===== config.mk =====
export PLATFORM = sky130hd
export DESIGN_NAME = bdmd_ctrl
export DESIGN_NICKNAME = d
export VERILOG_FILES = /design/src/rtl/assert_macros.svh /design/src/rtl/bdmd_pkg.sv /design/src/rtl/bdmd_ctrl.sv
export SDC_FILE = /design/constraint.sdc
export NUM_CORES = 1
export LEC_CHECK = 0
export ABC_CLOCK_PERIOD_IN_PS = 1510
export BUFFER_PORTS_ARGS = -buffer_cell sky130_fd_sc_hd__buf_2
export CAP_MARGIN = 10
export CORE_AREA = 2 2 39 41
export DETAILED_ROUTE_END_ITERATION = 8
export DIE_AREA = 0 0 41 43
export GPL_TIMING_DRIVEN = 0
export SETUP_SLACK_MARGIN = 0.4
export SLEW_MARGIN = 20
export SYNTH_ARGS = -nofsm -noshare
export SYNTH_HDL_FRONTEND = slang
export SYNTH_SLANG_ARGS = --single-unit

===== constraint.sdc =====
create_clock -name clk_i -period 1.51 [get_ports clk_i]
set_input_delay 0.2265 -clock clk_i [delete_from_list [all_inputs] [get_ports clk_i]]
set_output_delay 0.2265 -clock clk_i [all_outputs]
set_load 0.03 [all_outputs]

===== src/rtl/assert_macros.svh =====
// Assertion macros for the boundary depth mean/deviation block
`ifndef ASSERT_MACROS_SVH
`define ASSERT_MACROS_SVH

// Same-cycle implication, sampled on clk_i, off during reset
`define BDMD_ASSERT(lbl, ante, cons) \
  lbl: assert property (@(posedge clk_i) disable iff (!rst_ni) (ante) |-> (cons)) \
    else $error("bdmd assertion failed");

// Next-cycle implication, sampled on clk_i, off during reset
`define BDMD_ASSERT_NXT(lbl, ante, cons) \
  lbl: assert property (@(posedge clk_i) disable iff (!rst_ni) (ante) |=> (cons)) \
    else $error("bdmd assertion failed");

`endif


===== src/rtl/bdmd_pkg.sv =====
// Package: constants, widths and controller/datapath interface types
`timescale 1ns / 1ps
`default_nettype none

package bdmd_pkg;

  localparam int MAX_PAIRS  = 4096;
  localparam int DEPTH_BITS = 16;

  localparam int ADDR_W    = $clog2(MAX_PAIRS);
  localparam int CNT_W     = $clog2(MAX_PAIRS + 1);
  localparam int SUM_W     = DEPTH_BITS + ADDR_W;
  localparam int FRAC_W    = 8;
  localparam int DVD_W     = SUM_W + FRAC_W;
  localparam int DIV_CNT_W = $clog2(DVD_W + 1);
  localparam int RES_W     = 24;

  localparam int IN_W  = 16;
  localparam int CNT_OUT_W = 13;

  typedef struct packed {
    logic acc_item;
    logic div_start;
    logic div_sel_mad;
    logic take_mean;
    logic pass_rd;
    logic load_out;
  } cmd_t;

  typedef struct packed {
    logic cnt_zero;
    logic div_busy;
    logic pass_last;
  } sts_t;

endpackage

`default_nettype wire


===== src/rtl/bdmd_ctrl.sv =====
// Controller: sequences accept, mean divide, deviation pass, deviation divide, output
`timescale 1ns / 1ps
`default_nettype none

module bdmd_ctrl (
  input  wire logic           clk_i,
  input  wire logic           rst_ni,
  input  wire logic           in_valid_i,
  output logic                in_ready_o,
  input  wire logic           last_i,
  output logic                out_valid_o,
  input  wire logic           out_ready_i,
  input  wire bdmd_pkg::sts_t sts_i,
  output bdmd_pkg::cmd_t      cmd_o
);
  import bdmd_pkg::*;

  localparam logic [2:0] S_ACCEPT    = 3'd0;
  localparam logic [2:0] S_CHECK     = 3'd1;
  localparam logic [2:0] S_MEAN_DIV  = 3'd2;
  localparam logic [2:0] S_PASS      = 3'd3;
  localparam logic [2:0] S_TAIL      = 3'd4;
  localparam logic [2:0] S_MAD_START = 3'd5;
  localparam logic [2:0] S_MAD_DIV   = 3'd6;
  localparam logic [2:0] S_DONE      = 3'd7;

  logic [2:0] state_q, state_d;
  logic       out_valid_q, out_valid_d;
  logic       xfer_in;

  assign in_ready_o = (state_q == S_ACCEPT);
  assign xfer_in    = in_valid_i && in_ready_o;

  always_comb begin
    state_d = state_q;
    cmd_o   = '0;
    case (state_q)
      S_ACCEPT: begin
        cmd_o.acc_item = xfer_in;
        if (xfer_in && last_i) begin
          state_d = S_CHECK;
        end
      end
      S_CHECK: begin
        if (sts_i.cnt_zero) begin
          state_d = S_DONE;
        end else begin
          cmd_o.div_start = 1'b1;
          state_d         = S_MEAN_DIV;
        end
      end
      S_MEAN_DIV: begin
        if (!sts_i.div_busy) begin
          cmd_o.take_mean = 1'b1;
          state_d         = S_PASS;
        end
      end
      S_PASS: begin
        cmd_o.pass_rd = 1'b1;
        if (sts_i.pass_last) begin
          state_d = S_TAIL;
        end
      end
      S_TAIL: begin
        state_d = S_MAD_START;
      end
      S_MAD_START: begin
        cmd_o.div_start   = 1'b1;
        cmd_o.div_sel_mad = 1'b1;
        state_d           = S_MAD_DIV;
      end
      S_MAD_DIV: begin
        cmd_o.div_sel_mad = 1'b1;
        if (!sts_i.div_busy) begin
          state_d = S_DONE;
        end
      end
      S_DONE: begin
        if (!out_valid_q || out_ready_i) begin
          cmd_o.load_out = 1'b1;
          state_d        = S_ACCEPT;
        end
      end
      default: begin
        state_d = S_ACCEPT;
      end
    endcase
  end

  always_comb begin
    out_valid_d = out_valid_q;
    if (out_ready_i) begin
      out_valid_d = 1'b0;
    end
    if (cmd_o.load_out) begin
      out_valid_d = 1'b1;
    end
  end

  always_ff @(posedge clk_i or negedge rst_ni) begin
    if (!rst_ni) begin
      state_q     <= S_ACCEPT;
      out_valid_q <= 1'b0;
    end else begin
      state_q     <= state_d;
      out_valid_q <= out_valid_d;
    end
  end

  assign out_valid_o = out_valid_q;

endmodule

`default_nettype wire


Yosys cells after proc, flatten, opt, wreduce, memory -nomap -nowiden:

Index checks and enable logic that the tools add are counted.

* flip-flop bits (word level): 4
* input port bits: 8
* output and inout port bits: 8
* word-level logic and storage cells: 40

* eq/ne operators: 12
* mux-type cells: 18
* reduce and logical (&&, ||, !) cells: 8

Operators with widths (number)
* $pmux W3 S8: 1
* $mux W3: 6
* $eq A3 B3 Y1 const B: 4
* $mux W1: 10
* $ne A2 B2 Y1 const B: 4
* $eq A3 B2 Y1 const B: 2
* $reduce_and A5 Y1: 1
* $eq A3 B1 Y1 const B: 1
* $logic_not A3 Y1: 1
* $logic_and A1 B1 Y1: 2
* $ne A2 B1 Y1 const B: 1
* $pmux W1 S2: 1
* $reduce_bool A2 Y1: 1
* $reduce_or A2 Y1: 1
* $logic_not A1 Y1: 1
* $logic_or A1 B1 Y1: 1

Logic depth before layout (Yosys ltp):

Gate-level depths: netlist of the first run.

* depth after elaboration: 5
* gate-level depth with buffers: 4
* mapped depth without buffers: 3

Worst setup path after synthesis of the first run:

OpenSTA, ideal clock, no wires.

* path kind: reg2out
* start: reg state_q[0]
* end: out cmd_o[5] in the netlist's numbering
* data arrival time: 1669 ps
* required time: 1283 ps
* path slack: -385 ps
* cell stages (with the launch flop): 4
* buffers on the path: 1
* path through: dfrtp_1 -> buf_2 -> nor3_1 -> and2_1

RTL lines
* start: declaration: line bdmd_ctrl.sv:27 `logic [2:0] state_q, state_d;`
* start signal: assignment: line bdmd_ctrl.sv:105 `state_q <= state_d;`
* end: declaration: line bdmd_ctrl.sv:14 `output bdmd_pkg::cmd_t cmd_o`

==> results of run 1 <==
-- cell usage in the layout (no fill, tap or decap), types with 2 or more instances in the layout --
cell type | netlist | layout
buf_6 | 1 | 9
nor2_4 | 0 | 2
and2_4 | 0 | 2
clkbuf_4 | 0 | 3
buf_4 | 1 | 13
o21ai_2 | 2 | 2
dfrtp_1 | 4 | 3
o21ai_0 | 2 | 2
buf_2 | 2 | 8
-- final cells by class --
| cell class | count | area (sq um) |
|---|---|---|
| multi-input combinational | 23 | 248 |
| tap | 16 | 20.0 |
| fill | 146 | 726 |
| inverter | 2 | 13.8 |
| sequential | 4 | 101 |
| timing repair buffer | 27 | 208 |
| clock buffer | 4 | 26.3 |
| buffer | 4 | 41.3 |
-- what timing repair did --
action / 4_1_cts / 5_1_grt
setup endpoints to repair: 9 / 10
pin swaps: 6 / 7
hold buffers: 1 / 0
gates resized for setup: 17 / 8
gates cloned: 0 / 0
buffers inserted: 7 / 4
endpoints found under the hold margin: 4 / 0
-- synthesized netlist by cell type (all sizes together) --
cell type | n | share of area
and2 | 2 | 0.042
o31ai | 1 | 0.072
dfrtp | 4 | 0.34
a211o | 1 | 0.030
o21ai | 4 | 0.093
a21oi | 1 | 0.017
a2bb2oi | 1 | 0.030
buf | 4 | 0.097
inv | 2 | 0.025
nor2 | 4 | 0.051
nor4 | 1 | 0.021
a211oi | 1 | 0.025
nor3 | 1 | 0.017
nand2 | 2 | 0.025
nand2b | 1 | 0.021
and3b | 1 | 0.042
xnor2 | 1 | 0.030
a31oi | 1 | 0.021
-- layer usage --
metal  vias up  track usage
li1        177            -
met2        13        0.188
met4         0       0.0400
met5         -            0
met3         2       0.0314
met1       163        0.142
-- critical path: stages (launching register included) --
cell,delay [ps]
dfrtp_1,360
buf_6,140
nor3_4,180
and2_4,160
buf_6,120
-- logic make-up (layout without fill, tap and decap cells) --
| group | count (synthesis) | count (layout) |
|---|---|---|
| AOI/OAI and AO/OA | 10 | 10 |
| xor gates and xnor gates | 1 | 1 |
| buffers and inverters | 6 | 37 |
| DFF | 4 | 4 |
| and+or+nand+nor | 12 | 12 |
-- flip-flops by register name, summed over array words and instances (netlist names) --
register     flops
out_valid_o      1
state_q          3
-- final timing paths --
path                          endpoint  slack [ps]
max in group asynchronous  out_valid_o        1060
max reg2reg                 state_q[0]         240
min in group asynchronous   state_q[2]         320
min                        out_valid_o         300
max                           cmd_o[5]          70
min reg2reg                out_valid_o         550
-- power breakdown --
group	switching, mW	internal [mW]	total, mW	leakage, nW
Sequential	0.0299	0.163	0.193	0.0465
Combinational	0.671	0.666	1.34	0.242
Clock	0.0492	0.0995	0.149	0.0150
-- through the flow --
stage / power [mW] / hold WS [ps] / worst slack [ps] / std cells / instance area, sq um
6_report: 1.68 / 302 / 68.2 / 80 / 658
5_1_grt: 1.80 / 326 / 10.9 / 80 / 658
4_1_cts: 1.53 / 301 / 70.8 / 76 / 597
3_5_place_dp: 1.10 / 37.2 / 176 / 64 / 450
3_3_place_gp: 1.09 / 34.5 / 175 / 64 / 450
2_1_floorplan: 0.937 / -69.1 / 175 / 33 / 355
==> metrics, run 1 <==
Post-Syn Area=between 200 and 300 sq um; YS warnings=0; Reg-to-Reg Start=state_q[2]; Seq/Total Area, Yosys=0.339; core area=1380 sq um; Final Skew=between 9 and 10 ps; antenna-violating nets left=0; status=complete, no violations; Mapped Cells=33; worst vdd ir=0.833 mV; Worst-Margin Slew=241 ps; Hold Crit Class=input port to register; root buffer cell=clkbuf_4; fin util=0.476; Crit Path Max Fanout=7; part of the cycle the worst path needs=0.955; largest family of logic cells by synthesized area=compound AO/OA/AOI/OAI gates; Layout area overhead=123%; Vias/cell=~4.4; DRT met1 WL=roughly 320 um; gr usage total=0.117; Unique masters post-synth=21; die width=41 um; Max Root-Sink Buffers=2; CTS tree=done; Final Critical Period=around 1400 ps; Worst-Skew Late Latency=roughly 240 ps; Slew Limit Fails=0; FF-to-FF path depth=5; post-synthesis mux area share=0; met2 WL=roughly 470 um; CP arrival=between 1000 and 1500 ps; top layer used by detailed routing=met4; RSZ-0062 raised after global routing=yes; Compound-Gate Fraction of Synth Area=0.288; nets=73; initial antenna violation count=0; port bufs=15; Crit Path Class=register to primary output; CP Launch Type=register; DRC errors left=0; Via Count=~360; Critical Path RT=approximately 1300 ps; Mapped Nets=41; Ports=16; Final setup viols=0; Relative slew margins=0.839; max capacitance violation total=0; diode count=0; syn_area_per_cell=about 8.9 sq um; hold violation total from the final report=0; CTS buffer count=3; worst setup path startpoint=state_q[2]; final setup TNS=0 ps; CP Capture Type=primary output; fmax=0.694 GHz; H-tree lvl count=1; Synth Area in XOR/XNOR=0.0297; WL/cell=~11 um; leak pwr=around 0.30 nW; Die ar.=between 1500 and 2000 sq um; Worst-path clk slew=40 ps; Adder-Cell Fraction of Synth Area=0; DP HPWL=between 500 and 600 um; hold depth=3; Post-Synth Simple-Gate Area=0.220; number of global-route vias before repair=335; pin count of the biggest net entering global routing=8; hold_sp=out_ready_i; GRT overflow=0; Initial Utilization=0.213; Seq cells post-synth=4; pwr dens=roughly 2600 nW/um^2; global placement routability congestion=between 0.6 and 0.7; WL met3=58 um; DRT Pass-1 Iters=1; initial DRC count=0; clock sink total=4; Die H=roughly 43 um; Row Count=14; fraction of layout cells with a size suffix above 1=0.813; final WL=859 um; global-route wire length before repair=1390 um
Note: power is estimated with default switching activity, not from simulation.
==> run 2, diff against run 1 <==
- PLACE_DENSITY: unset -> 0.58
==> metrics, run 2 (same netlist as run 1, synthesis figures left out) <==
status=complete, no violations; gr usage total=0.104; Hold Crit Class=input port to async pin; Relative slew margins=0.846; GR met1 Demand/Resource=0.120; port bufs=15; global placement routability congestion=0.705; clock sink total=4; number of global-route vias before repair=about 300; die width=41 um; DRT Pass-1 Iters=4; core area=roughly 1400 sq um; GR Util met2=0.150; WL/cell=approximately 9.9 um; fmax=roughly 0.71 GHz; part of the cycle the worst path needs=0.938; leak pwr=0.279 nW; CP arrival=1190 ps; pwr dens=about 2500 nW/um^2; hold violation total from the final report=0; max capacitance violation total=0; CP Capture Type=primary output; grt met3 use=0.0471; DRC errors left=0; Largest register FFs=3; GR peak layer=met2; CTS tree=done; H-tree lvl count=1; Die ar.=between 1500 and 2000 sq um; Vias/cell=~4.5; Final Critical Period=about 1400 ps; Critical Path RT=between 1000 and 1500 ps; nets=~70; Reg-to-Reg Start=state_q[2]; initial antenna violation count=0; final WL=752 um; CP Launch Type=register; Via Count=341; Ports=16; RSZ-0062 raised after global routing=yes; Final setup viols=0; Crit Path Max Fanout=6; final setup TNS=0 ps; CP max stage delay=between 300 and 400 ps; worst setup path startpoint=state_q[2]; global-route wire length before repair=roughly 1200 um; Worst setup endpoint=cmd_o[5]; Slowest cell on crit path=dfrtp_1; DP HPWL=515 um; most frequent cells in the layout=buf_6 (10), buf_4 (8), buf_2 (8); Reg2Reg Setup Slack=230 ps; Final Skew=about 8 ps; diode count=0; Layout area overhead=110%; worst vdd ir=0.843 mV; Crit Path Class=register to primary output; Worst-Margin Slew=roughly 230 ps; Max Root-Sink Buffers=2; CTS buffer count=3; Worst-Skew Late Latency=around 240 ps; GRT overflow=0; filler cell count=146; Reg with most FFs=state_q; Initial Utilization=0.213; root buffer cell=clkbuf_4; fraction of layout cells with a size suffix above 1=0.767; pin count of the biggest net entering global routing=9; Die H=about 43 um; reg2reg end=state_q[1]; Worst-path clk slew=40 ps; Row Count=14; Final Power=around 1.5 mW; FF-to-FF path depth=5; commonest non-fill, non-tap cell in the layout=buf_6; Slew Limit Fails=0; CP Cell Sequence=buf_6 > nor3_4 > and2_4 > buf_6; initial DRC count=4; antenna-violating nets left=0; crit-path most repeated cell=buf_6
[run 2: worst min path at each step]
stage | startpoint | to | slack (ps)
floorplan | rst_ni | out_valid_o | -70
global placement | rst_ni | state_q[0] | 30
detailed placement | rst_ni | state_q[0] | 30
CTS | rst_ni | state_q[2] | 320
global route | rst_ni | out_valid_o | 340
finish | rst_ni | state_q[2] | 320
[run 2: per-stage QoR]
stage          utilization  setup slack, ps  instance area, sq um  hold WS (ps)  instances
4_1_cts              0.408             72.2                   564           317         75
3_5_place_dp         0.325              198                   450          34.5         64
2_1_floorplan            -              175                   355         -69.1         33
3_3_place_gp         0.325              187                   450          33.0         64
5_1_grt              0.448             36.5                   619           342         76
6_report             0.448             93.7                   619           322         76
[run 2: final cells by class]
class,count,area (sq um),area share
clock buffer,4,26.3,0.0424
sequential,4,101,0.164
multi-input combinational,23,241,0.390
buffer,4,41.3,0.0667
inverter,2,7.51,0.0121
timing repair buffer,23,181,0.293
tap,16,20.0,0.0323
[run 2: repair_timing]
| action | 4_1_cts | 5_1_grt |
|---|---|---|
| endpoints found under the setup margin | 9 | 11 |
| gates resized for setup | 12 | 11 |
| hold buffers | 1 | 0 |
| buffers inserted | 6 | 1 |
| hold endpoints to repair | 4 | 0 |
| pin swaps | 4 | 3 |
[run 2: worst max-delay path: cells and delay by family (launching register included)]
kind	cells	cell delay, ps
buffers and inverters	2	260
AND/OR/NAND/NOR	2	340
flip-flops	1	360
[run 2: power by group]
group	switching (mW)	internal (mW)
Sequential	0.0234	0.163
Combinational	0.632	0.574
Clock	0.0439	0.0991
Total	0.699	0.836
[run 2: metal layers]
| layer | vias to the layer above | wire (um) |
|---|---|---|
| met3 | 0 | 48 |
| met2 | 13 | 436 |
| met5 | - | 0 |
| li1 | 169 | - |
| met4 | 0 | 0 |
| met1 | 159 | 266 |
